--- config.mk ---
export PLATFORM = sky130hd
export DESIGN_NAME = serial_bank_switch_mapper
export DESIGN_NICKNAME = d
export VERILOG_FILES = /design/src/design/sbsm_pkg.sv /design/src/design/sbsm_update.sv /design/src/design/serial_bank_switch_mapper.sv
export SDC_FILE = /design/constraint.sdc
export NUM_CORES = 1
export LEC_CHECK = 0
export BUFFER_PORTS_ARGS = -buffer_cell sky130_fd_sc_hd__buf_4
export CAP_MARGIN = 15
export CORE_MARGIN = 2
export CORE_UTILIZATION = 58
export DETAILED_ROUTE_END_ITERATION = 8
export GPL_ROUTABILITY_DRIVEN = 0
export PLACE_DENSITY_LB_ADDON = 0.12
export RECOVER_POWER = 25
export SLEW_MARGIN = 20
export SYNTH_ARGS = -nofsm -noshare
export SYNTH_HDL_FRONTEND = slang
export SYNTH_HIERARCHICAL = 1
export SYNTH_SLANG_ARGS = --single-unit
--- constraint.sdc ---
create_clock -name clk -period 3 [get_ports clk]
set_input_delay 0.3 -clock clk [delete_from_list [all_inputs] [get_ports clk]]
set_output_delay 0.3 -clock clk [all_outputs]
set_load 0.03 [all_outputs]
--- src/design/sbsm_pkg.sv ---
// ----------------------------------------------------------------------------
// sbsm_pkg: shared types and constants of the serial bank switch mapper
// Holds the mapper state word, the result word and the codes that the
// top level and the update logic both use.
// ----------------------------------------------------------------------------
package sbsm_pkg;

	// largest block counts the board can carry
	localparam logic [4:0] MAX_PRG_BLOCKS = 5'd16;
	localparam logic [5:0] MAX_CHR_BLOCKS = 6'd32;

	// configuration register indexes
	localparam logic [1:0] CFG_MAPPER_KIND = 2'd0;
	localparam logic [1:0] CFG_PRG_COUNT   = 2'd1;
	localparam logic [1:0] CFG_CHR_COUNT   = 2'd2;

	// mapper kinds
	localparam logic [1:0] KIND_FIXED  = 2'd0;
	localparam logic [1:0] KIND_SERIAL = 2'd1;
	localparam logic [1:0] KIND_DIRECT = 2'd2;

	// serial register selects from address bits 14..13
	localparam logic [1:0] SEL_CONTROL = 2'd0;
	localparam logic [1:0] SEL_CHR0    = 2'd1;
	localparam logic [1:0] SEL_CHR1    = 2'd2;
	localparam logic [1:0] SEL_PRG     = 2'd3;

	// program bank modes
	localparam logic [1:0] PRG_MODE_32K     = 2'd0;
	localparam logic [1:0] PRG_MODE_32K_ALT = 2'd1;
	localparam logic [1:0] PRG_MODE_FIX_LOW = 2'd2;

	// serial shifter completes on the fifth bit
	localparam logic [2:0] SHIFT_LAST = 3'd4;

	// operation codes
	localparam logic OP_WRITE = 1'b0;
	localparam logic OP_READ  = 1'b1;

	typedef struct packed {
		logic [4:0] shift_value;
		logic [2:0] shift_count;
		logic       chr_half_mode;
		logic [1:0] prg_mode;
		logic [3:0] low_bank;
		logic [3:0] high_bank;
		logic [5:0] low_chr;
		logic [5:0] high_chr;
		logic [1:0] mirror;
	} map_state_t;

	typedef struct packed {
		logic [17:0] rom_address;
		logic        rom_hit;
		logic [3:0]  low_prg_bank;
		logic [3:0]  high_prg_bank;
		logic [5:0]  low_chr_half;
		logic [5:0]  high_chr_half;
		logic [1:0]  mirror_mode;
		logic        write_ignored;
	} map_result_t;

	localparam map_state_t STATE_RESET = '{
		shift_value:   5'd0,
		shift_count:   3'd0,
		chr_half_mode: 1'b0,
		prg_mode:      PRG_MODE_32K,
		low_bank:      4'd0,
		high_bank:     4'd1,
		low_chr:       6'd0,
		high_chr:      6'd1,
		mirror:        2'd0
	};

endpackage

--- src/design/sbsm_update.sv ---
// ----------------------------------------------------------------------------
// sbsm_update: next state and result for one bus access
// Translates reads into program ROM addresses and applies writes to the
// serial or direct mapper, checking bank selects against the block counts.
// ----------------------------------------------------------------------------
module sbsm_update (
	input  logic [1:0]           kind,
	input  logic [4:0]           prg_count,
	input  logic [5:0]           chr_count,
	input  sbsm_pkg::map_state_t cur,
	input  logic                 op,
	input  logic [15:0]          address,
	input  logic [7:0]           value,
	output sbsm_pkg::map_state_t nxt,
	output sbsm_pkg::map_result_t res
);

	logic [4:0] pc;
	logic [5:0] cc;
	logic       ignored_w;

	// block counts saturate at the board maximum
	assign pc = (prg_count > sbsm_pkg::MAX_PRG_BLOCKS) ? sbsm_pkg::MAX_PRG_BLOCKS : prg_count;
	assign cc = (chr_count > sbsm_pkg::MAX_CHR_BLOCKS) ? sbsm_pkg::MAX_CHR_BLOCKS : chr_count;

	// state update and drop flag
	always_comb begin
		logic [4:0] v;
		logic [3:0] pair_low;
		logic [3:0] pair_high;
		logic [4:0] pc_m1;

		nxt       = cur;
		ignored_w = 1'b0;
		v         = {value[0], cur.shift_value[4:1]};
		pair_low  = {v[3:1], 1'b0};
		pair_high = {v[3:1], 1'b1};
		pc_m1     = pc - 5'd1;

		if (op == sbsm_pkg::OP_WRITE && address[15]) begin
			priority if (kind == sbsm_pkg::KIND_SERIAL) begin
				if (value[7]) begin
					nxt.shift_value = 5'd0;
					nxt.shift_count = 3'd0;
				end else if (cur.shift_count >= sbsm_pkg::SHIFT_LAST) begin
					// fifth bit: commit to the register picked by the address
					nxt.shift_value = 5'd0;
					nxt.shift_count = 3'd0;
					unique case (address[14:13])
						sbsm_pkg::SEL_CONTROL: begin
							nxt.mirror        = v[1:0];
							nxt.prg_mode      = (v[3:2] == sbsm_pkg::PRG_MODE_32K_ALT) ?
								sbsm_pkg::PRG_MODE_32K : v[3:2];
							nxt.chr_half_mode = v[4];
						end
						sbsm_pkg::SEL_CHR0: begin
							if ({2'b00, v[4:1]} >= cc) begin
								ignored_w = 1'b1;
							end else if (!cur.chr_half_mode) begin
								nxt.low_chr  = {1'b0, v[4:1], 1'b0};
								nxt.high_chr = {1'b0, v[4:1], 1'b1};
							end else begin
								nxt.low_chr = {1'b0, v};
							end
						end
						sbsm_pkg::SEL_CHR1: begin
							if (cur.chr_half_mode) begin
								if ({2'b00, v[4:1]} >= cc) begin
									ignored_w = 1'b1;
								end else begin
									nxt.high_chr = {1'b0, v};
								end
							end
						end
						sbsm_pkg::SEL_PRG: begin
							if (cur.prg_mode == sbsm_pkg::PRG_MODE_32K) begin
								if ({1'b0, pair_high} >= pc) begin
									ignored_w = 1'b1;
								end else begin
									nxt.low_bank  = pair_low;
									nxt.high_bank = pair_high;
								end
							end else if ({1'b0, v[3:0]} >= pc) begin
								ignored_w = 1'b1;
							end else if (cur.prg_mode == sbsm_pkg::PRG_MODE_FIX_LOW) begin
								nxt.low_bank  = 4'd0;
								nxt.high_bank = v[3:0];
							end else begin
								nxt.low_bank  = v[3:0];
								nxt.high_bank = pc_m1[3:0];
							end
						end
						default: begin
							nxt = cur;
						end
					endcase
				end else begin
					nxt.shift_value = v;
					nxt.shift_count = cur.shift_count + 3'd1;
				end
			end else if (kind == sbsm_pkg::KIND_DIRECT) begin
				// 8 KB character block straight from the data byte
				if (value < {2'b00, cc}) begin
					nxt.low_chr  = {value[4:0], 1'b0};
					nxt.high_chr = {value[4:0], 1'b1};
				end else begin
					ignored_w = 1'b1;
				end
			end else begin
				nxt = cur;
			end
		end
	end

	// read translation and visible bank state
	always_comb begin
		logic [3:0] bank;

		bank            = address[14] ? cur.high_bank : cur.low_bank;
		res.rom_hit     = (op == sbsm_pkg::OP_READ) && address[15];
		res.rom_address = res.rom_hit ? {bank, address[13:0]} : 18'd0;
		res.low_prg_bank  = nxt.low_bank;
		res.high_prg_bank = nxt.high_bank;
		res.low_chr_half  = nxt.low_chr;
		res.high_chr_half = nxt.high_chr;
		res.mirror_mode   = nxt.mirror;
		res.write_ignored = ignored_w;
	end

endmodule

--- src/design/serial_bank_switch_mapper.sv ---
// ----------------------------------------------------------------------------
// serial_bank_switch_mapper: cartridge program and character bank mapper
// Input register, single-pass update logic and a result register.
// ----------------------------------------------------------------------------
// One bus access is accepted per cycle while in_stall is low; its result
// word passes the input register, then the result register. The mapper
// state is updated as the word moves from the input register into the
// result register, so every access sees all earlier ones. out_stall reaches
// in_stall combinationally; a held result stops the input register only
// when that register is full. Configuration registers come out of reset as
// fixed banks, two program blocks and one character block; the user must
// write them only while no word is in flight, the block does not enforce it.
module serial_bank_switch_mapper (
	input  logic        clk,
	input  logic        arst_n,
	// configuration
	input  logic        cfg_we,
	input  logic [1:0]  cfg_index,
	input  logic [5:0]  cfg_data,
	// access channel
	input  logic        in_valid,
	output logic        in_stall,
	input  logic        op,
	input  logic [15:0] address,
	input  logic [7:0]  value,
	// result channel
	output logic        out_valid,
	input  logic        out_stall,
	output logic [17:0] rom_address,
	output logic        rom_hit,
	output logic [3:0]  low_prg_bank,
	output logic [3:0]  high_prg_bank,
	output logic [5:0]  low_chr_half,
	output logic [5:0]  high_chr_half,
	output logic [1:0]  mirror_mode,
	output logic        write_ignored
);

	logic [1:0]  kind_q;
	logic [4:0]  prg_count_q;
	logic [5:0]  chr_count_q;
	sbsm_pkg::map_state_t  state_q;
	sbsm_pkg::map_state_t  state_nxt;
	sbsm_pkg::map_result_t res_nxt;
	sbsm_pkg::map_result_t result_q;

	logic        valid_s1;
	logic        op_s1;
	logic [15:0] address_s1;
	logic [7:0]  value_s1;
	logic        out_valid_q;
	logic        out_free;
	logic        advance;
	logic        in_accept;

	// handshake
	assign out_free  = !out_valid_q || !out_stall;
	assign advance   = valid_s1 && out_free;
	assign in_stall  = valid_s1 && !out_free;
	assign in_accept = in_valid && !in_stall;

	// configuration registers
	always_ff @(posedge clk or negedge arst_n) begin
		if (!arst_n) begin
			kind_q      <= sbsm_pkg::KIND_FIXED;
			prg_count_q <= 5'd2;
			chr_count_q <= 6'd1;
		end else if (cfg_we) begin
			unique case (cfg_index)
				sbsm_pkg::CFG_MAPPER_KIND: kind_q      <= cfg_data[1:0];
				sbsm_pkg::CFG_PRG_COUNT:   prg_count_q <= cfg_data[4:0];
				sbsm_pkg::CFG_CHR_COUNT:   chr_count_q <= cfg_data;
				default:                   kind_q      <= kind_q;
			endcase
		end
	end

	// input register valid
	always_ff @(posedge clk or negedge arst_n) begin
		if (!arst_n) begin
			valid_s1 <= 1'b0;
		end else if (in_accept) begin
			valid_s1 <= 1'b1;
		end else if (advance) begin
			valid_s1 <= 1'b0;
		end
	end

	// input register payload
	always_ff @(posedge clk) begin
		if (in_accept) begin
			op_s1      <= op;
			address_s1 <= address;
			value_s1   <= value;
		end
	end

	sbsm_update u_update (
		.kind      (kind_q),
		.prg_count (prg_count_q),
		.chr_count (chr_count_q),
		.cur       (state_q),
		.op        (op_s1),
		.address   (address_s1),
		.value     (value_s1),
		.nxt       (state_nxt),
		.res       (res_nxt)
	);

	// mapper state and result valid
	always_ff @(posedge clk or negedge arst_n) begin
		if (!arst_n) begin
			state_q     <= sbsm_pkg::STATE_RESET;
			out_valid_q <= 1'b0;
		end else begin
			if (advance) begin
				state_q <= state_nxt;
			end
			if (advance) begin
				out_valid_q <= 1'b1;
			end else if (!out_stall) begin
				out_valid_q <= 1'b0;
			end
		end
	end

	// result word
	always_ff @(posedge clk) begin
		if (advance) begin
			result_q <= res_nxt;
		end
	end

	assign out_valid     = out_valid_q;
	assign rom_address   = result_q.rom_address;
	assign rom_hit       = result_q.rom_hit;
	assign low_prg_bank  = result_q.low_prg_bank;
	assign high_prg_bank = result_q.high_prg_bank;
	assign low_chr_half  = result_q.low_chr_half;
	assign high_chr_half = result_q.high_chr_half;
	assign mirror_mode   = result_q.mirror_mode;
	assign write_ignored = result_q.write_ignored;

	// shifter never holds more than four pending bits
	a_shift_count: assert property (@(posedge clk) disable iff (!arst_n)
		state_q.shift_count <= sbsm_pkg::SHIFT_LAST)
		else $error("shift count overflow");

	// a read leaves the mapper state untouched
	a_read_stable: assert property (@(posedge clk) disable iff (!arst_n)
		advance && (op_s1 == sbsm_pkg::OP_READ) |=> $stable(state_q))
		else $error("read changed mapper state");

	// a translated read uses one of the reported program banks
	a_hit_bank: assert property (@(posedge clk) disable iff (!arst_n)
		out_valid_q && result_q.rom_hit |->
		(result_q.rom_address[17:14] == result_q.low_prg_bank) ||
		(result_q.rom_address[17:14] == result_q.high_prg_bank))
		else $error("read translated through unknown bank");

	// a word is never both a read hit and a dropped write
	a_hit_or_drop: assert property (@(posedge clk) disable iff (!arst_n)
		out_valid_q |-> !(result_q.rom_hit && result_q.write_ignored))
		else $error("read flagged as dropped write");

endmodule

==> results of run 1 <==
power by group through the flow:
stage | combinational [mW] | sequential (mW) | clock [mW]
2_1_floorplan | 0.655 | 2.12 | 0
3_3_place_gp | 0.978 | 2.05 | 0
3_5_place_dp | 1.01 | 2.05 | 0
4_1_cts | 1.05 | 2.02 | 1.95
5_1_grt | 1.16 | 2.05 | 2.04
6_report | 1.06 | 2.03 | 1.93
layer usage:
metal | routed length, µm | GRT usage, % | up-vias
li1 | - | - | 1916
met1 | 5640 | 35.1 | 1971
met2 | 5830 | 37.8 | 174
met3 | 707 | 5.31 | 30
met4 | 255 | 10.5 | 0
met5 | 0 | 0 | -
layout by cell type (no fill, tap or decap), types with 7 or more instances in the layout:
cell type	count
nor2_1	16
clkbuf_16	16
dfrtp_1	42
o21ai_0	21
a221o_1	7
nor2b_1	12
inv_1	17
a21oi_1	12
edfxtp_1	67
clkbuf_4	25
ha_1	20
and3_1	18
mux2i_1	7
buf_4	69
mux2_2	49
nand3_1	12
nand2_1	28
dlygate4sd3_1	27
repair_timing:
item | CTS | global route
hold buffers | 27 | 0
gates resized for setup | 0 | 2
hold endpoints to repair | 69 | 0
setup endpoints to repair | 0 | 3
through the flow:
stage | hold WS [ns] | setup slack [ns] | util, %
after detailed placement | 0.352 | 0.217 | 65.7
after global placement | 0.350 | 0.326 | 65.7
after CTS | 0.000361 | 0.204 | 74.3
final | 0.0228 | 0.181 | 74.4
after floorplan | 0.00441 | 0.369 | -
after global routing | 0.0107 | 0.0251 | 74.4
flip-flops by register name, summed over array words and instances (netlist names), 5 cells and up:
register       count
address_s1        16
chr_count_q        6
high_chr_half      6
low_chr_half       6
prg_count_q        5
rom_address       18
state_q           32
value_s1           8
how the worst max path moves through the flow:
stage,depth (start not counted),start,endpoint
2_1_floorplan,9,chr_count_q[5]$_DFFE_PN0P_,state_q[11]$_DFFE_PN0P_
3_3_place_gp,10,prg_count_q[4]$_DFFE_PN0P_,state_q[15]$_DFFE_PN0P_
3_5_place_dp,10,prg_count_q[4]$_DFFE_PN0P_,state_q[15]$_DFFE_PN0P_
4_1_cts,10,prg_count_q[4]$_DFFE_PN0P_,state_q[15]$_DFFE_PN0P_
5_1_grt,10,chr_count_q[5]$_DFFE_PN0P_,state_q[4]$_DFFE_PN0P_
6_report,9,chr_count_q[5]$_DFFE_PN0P_,state_q[9]$_DFFE_PN0P_
cell type report:
type | instances | area [µm²] | share of cell area (%)
clock buffer | 20 | 425 | 5.91
clock inverter | 12 | 141 | 1.96
inverter | 18 | 71.3 | 0.990
multi-input combinational | 290 | 2220 | 30.9
sequential | 114 | 3190 | 44.4
tap | 133 | 166 | 2.31
timing repair buffer | 122 | 981 | 13.6
==> flow_metrics.env, run 1 <==
export IMPL_intPower_mw=3.59
export IMPL_filler_cell_count=649
export IMPL_die_area_um2=10700
export IMPL_fmax_ghz=0.355
export IMPL_avgViaCountPerCell=5.77
export IMPL_clockRootBuffer="clkbuf_8"
export IMPL_fin_nets=621
export IMPL_finalCritPeriodShare_pct=94.0
export IMPL_max_clock_path_buffers=2
export IMPL_place_area_um2=6360
export IMPL_finalSetupViolCount=0
export IMPL_leakage_nw=3.04
export IMPL_critical_path_most_common_cell="mux2_2"
export IMPL_min_from="cfg_data[5]"
export IMPL_required_ns=3.40
export IMPL_grt_pass1_vias=3961
export IMPL_path_delay_family="compound AO/OA/AOI/OAI gates"
export IMPL_syn2layout_area_growth_pct=25.7
export IMPL_grtUsageTotal_pct=24.9
export IMPL_critPathArrivalTime_ns=3.22
export IMPL_tritoncts_num_buffers=17
export IMPL_synth_warnings=6
export IMPL_cp_cell_sequence="inv_1 > nand2_1 > ha_1 > a2111oi_0 > o21ai_1 > nor3_4 > mux2_2 > a221o_1 > mux2_2"
export IMPL_period_needed_ns=2.82
export IMPL_drive_above_1_share_pct=31.8
export IMPL_cts_setup_buffers=0
export IMPL_totalWireLength_um=12400
export IMPL_clock_sinks=114
export IMPL_hold_viol=0
export IMPL_start_kind="flip-flop"
export IMPL_rr_startpoint="chr_count_q[5]$_DFFE_PN0P_"
export IMPL_worst_path_max_delay_cell="a2111oi_0"
export IMPL_holdPathStages=2
export IMPL_p_clk_share_pct=38.4
export IMPL_drv_cap=0
export IMPL_hold_path_class="in -> reg"
export IMPL_ir_drop_mv=0.391
export IMPL_seq_power_share_pct=40.4
export IMPL_critPathCaptureType="flip-flop"
export IMPL_wl_per_cell_um=17.5
export IMPL_route_detailed_drc=0
export IMPL_p_sw_share_pct=28.5
export IMPL_synth_cells=456
export IMPL_dp_cells=650
export IMPL_tightest_slew_ns=1.20
export IMPL_status="finished clean"
export IMPL_stdcell_count=709
export IMPL_rsz0062_at_grt="no"
export IMPL_combPwrFrac_pct=21.2
export IMPL_die_w_um=103
export IMPL_io_pins=82
export IMPL_vias=4091
export IMPL_skew_ns=0.00498
export IMPL_drt_iter0_drc=301
export IMPL_maxSlewViolCount=0
export IMPL_max_slew_margin_pct=20.3
export IMPL_fp_row_count=36
export IMPL_worstSkewPairLatency_ns=0.52
export IMPL_path_clk_slew_ns=0.05
export IMPL_diodes=0
export IMPL_finalSetupTns_ns=0
export IMPL_grt_pass1_wl_um=19900
export IMPL_place_hpwl_um=8170
export IMPL_drtAntennaViolNets=0
export IMPL_core_area_um2=9680
export IMPL_critPathBufInv=1
export IMPL_crit_path_max_incr_delay_ns=0.44
export IMPL_portBuffers=81
export IMPL_r2r_end="state_q[9]$_DFFE_PN0P_"
export IMPL_synth_area_um2=5730
export IMPL_start_util_pct=59.1
export IMPL_critPathMaxFanout=5
export IMPL_htreeDepth=4
export IMPL_reg2regPathDepth=9
export IMPL_first_pass_iters=5
export IMPL_finalInstanceArea_um2=7200
export IMPL_antenna_found_initial=0
export IMPL_syn_avg_cell_area_um2=12.6
export IMPL_r2r_setup_slack_ns=0.18
export IMPL_min_to="chr_count_q[5]$_DFFE_PN0P_"
export IMPL_syn_nets=514
export IMPL_power_total_mw=5.02
export IMPL_net_switching_power_mw=1.43
export IMPL_worstSetupPathType="reg -> reg"
export IMPL_power_density_nw_per_um2=697
export IMPL_overflow=0
export IMPL_grt_max_degree=48
export IMPL_die_h_um=103
export IMPL_cts_tree="done"
Note: power is estimated with default switching activity, not from simulation.
==> run 2, diff against run 1 <==
--- a/config.mk
+++ b/config.mk
@@ -7,6 +7,7 @@
 export LEC_CHECK = 0
 export BUFFER_PORTS_ARGS = -buffer_cell sky130_fd_sc_hd__buf_4
 export CAP_MARGIN = 15
+export CORE_ASPECT_RATIO = 0.75
 export CORE_MARGIN = 2
 export CORE_UTILIZATION = 58
 export DETAILED_ROUTE_END_ITERATION = 8
==> run 2 against run 1 <==
Compared with the run above: sequential share of layout area increased by 1.5 points; clock power about the same; global-route usage decreased by 0.53 points; highest routed layer unchanged; critical endpoint unchanged; largest cell class unchanged; power increased by 0.40%; combinational power about the same.
==> flow_metrics.env, run 2 (synthesized netlist as in run 1, its figures left out) <==
export IMPL_status="finished clean"
export IMPL_syn2layout_area_growth_pct=21.6
export IMPL_totalWireLength_um=12200
export IMPL_drv_cap=0
export IMPL_grt_pass1_vias=3786
export IMPL_io_pins=82
export IMPL_final_cell_mix="edfxtp_1, buf_4, mux2_2"
export IMPL_fmax_ghz=0.347
export IMPL_cts_tree="done"
export IMPL_period_needed_ns=2.88
export IMPL_drtAntennaViolNets=0
export IMPL_reg2regPathDepth=9
export IMPL_finalCritPeriodShare_pct=96.1
export IMPL_filler_cell_count=682
export IMPL_antenna_found_initial=0
export IMPL_fp_row_count=31
export IMPL_place_area_um2=6360
export IMPL_die_h_um=90.1
export IMPL_seq_power_share_pct=40.1
export IMPL_worst_slack_ns=0.116
export IMPL_avgViaCountPerCell=5.84
export IMPL_vias=3975
export IMPL_tightest_slew_ns=1.21
export IMPL_worstSetupPathType="reg -> reg"
export IMPL_hold_viol=0
export IMPL_max_clock_path_buffers=2
export IMPL_cp_cell_sequence="inv_1 > nand2_1 > ha_1 > a2111oi_1 > o21ai_1 > nor3_4 > mux2_2 > a221o_1 > mux2_2"
export IMPL_dp_slack_ns=0.0706
export IMPL_start_kind="flip-flop"
export IMPL_clockRootBuffer="clkbuf_16"
export IMPL_top_register="state_q"
export IMPL_overflow=0
export IMPL_htreeDepth=4
export IMPL_max_slew_margin_pct=19.1
export IMPL_path_clk_slew_ns=0.06
export IMPL_hold_path_class="in -> reg"
export IMPL_first_pass_iters=5
export IMPL_route_detailed_drc=0
export IMPL_die_area_um2=10700
export IMPL_finalSetupTns_ns=0
export IMPL_ir_drop_mv=0.704
export IMPL_grt_max_degree=73
export IMPL_net_switching_power_mw=1.50
export IMPL_rsz0062_at_grt="no"
export IMPL_worstSkewPairLatency_ns=0.42
export IMPL_power_total_mw=5.04
export IMPL_intPower_mw=3.54
export IMPL_finalSetupViolCount=0
export IMPL_final_core_util_pct=72.4
export IMPL_critPathCaptureType="flip-flop"
export IMPL_finalInstanceArea_um2=6970
export IMPL_diodes=0
export IMPL_portBuffers=81
export IMPL_fin_nets=594
export IMPL_layout_commonest_cell="edfxtp_1"
export IMPL_grt_pass1_wl_um=19900
export IMPL_maxSlewViolCount=0
export IMPL_crit_path_max_incr_delay_ns=0.42
export IMPL_drive_above_1_share_pct=34.2
export IMPL_skew_ns=0.00761
export IMPL_critPathMaxFanout=7
export IMPL_required_ns=3.30
export IMPL_largest_reg_flops=32
export IMPL_clock_sinks=114
export IMPL_holdPathStages=1
export IMPL_p_clk_share_pct=38.8
export IMPL_place_hpwl_um=8310
export IMPL_grtUsageTotal_pct=24.4
export IMPL_wl_per_cell_um=17.8
export IMPL_drt_iter0_drc=398
export IMPL_critical_path_most_common_cell="mux2_2"
export IMPL_start_util_pct=59.5
export IMPL_leakage_nw=2.94
export IMPL_die_w_um=119
export IMPL_combPwrFrac_pct=21.0
export IMPL_p_sw_share_pct=29.7
export IMPL_power_density_nw_per_um2=723
export IMPL_critPathArrivalTime_ns=3.18
export IMPL_core_area_um2=9620
export IMPL_tritoncts_num_buffers=17
export IMPL_worst_path_max_delay_cell="nor3_4"
## run 2: layer usage
metal / track usage [%] / share of wire, %
met1: 36.3 / 47
met2: 34.0 / 44
met3: 8.31 / 8.6
met4: 6.94 / 1.1
met5: 0 / 0
## run 2: critical path, delay by kind of cell, from the launching register on
family	cells	cell delay (ns)
AOI/OAI and AO/OA	3	0.89
adders and majority gates	1	0.18
buffers and inverters	1	0.14
DFF	1	0.41
muxes	2	0.65
and+or+nand+nor	2	0.49
## run 2: worst paths after layout
check                                           start                    endpoint  slack [ns]
setup reg to reg           chr_count_q[5]$_DFFE_PN0P_      state_q[9]$_DFFE_PN0P_        0.12
max in group asynchronous                      arst_n  prg_count_q[4]$_DFFE_PN0P_        1.51
setup / recovery           chr_count_q[5]$_DFFE_PN0P_      state_q[9]$_DFFE_PN0P_        0.12
min in group asynchronous                      arst_n     state_q[19]$_DFFE_PN0P_        0.67
hold / removal                            address[11]    address_s1[11]$_DFFE_PP_        0.08
hold reg to reg                  valid_s1$_DFFE_PN0P_       out_valid$_DFFE_PN0P_        0.48
## run 2: metrics by stage
step           hold slack [ns]  cells
2_1_floorplan          0.00441    456
3_3_place_gp             0.358    647
3_5_place_dp             0.363    647
4_1_cts                 0.0411    680
5_1_grt                 0.0591    681
6_report                0.0795    681
## run 2: area by class of cell
| cell class | count | area, µm² | area share, % |
|---|---|---|---|
| sequential | 114 | 3190 | 45.8 |
| clock inverter | 15 | 156 | 2.24 |
| timing repair buffer | 95 | 722 | 10.4 |
| inverter | 18 | 71.3 | 1.02 |
| tap | 132 | 165 | 2.37 |
| multi-input combinational | 290 | 2230 | 32.1 |
| clock buffer | 17 | 425 | 6.11 |
## run 2: power by group through the flow
stage | logic, mW | registers [mW] | clock network [mW]
final | 1.06 | 2.02 | 1.96
after global routing | 1.15 | 2.04 | 2.07
after CTS | 1.04 | 2.02 | 1.99
after detailed placement | 1.02 | 2.05 | 0
after global placement | 0.992 | 2.04 | 0
after floorplan | 0.655 | 2.12 | 0
## run 2: what timing repair did
action,4_1_cts,5_1_grt
hold buffers,1,0
endpoints found under the hold margin,43,0
endpoints found under the setup margin,0,17
resized for setup,0,5
buffers inserted,0,1
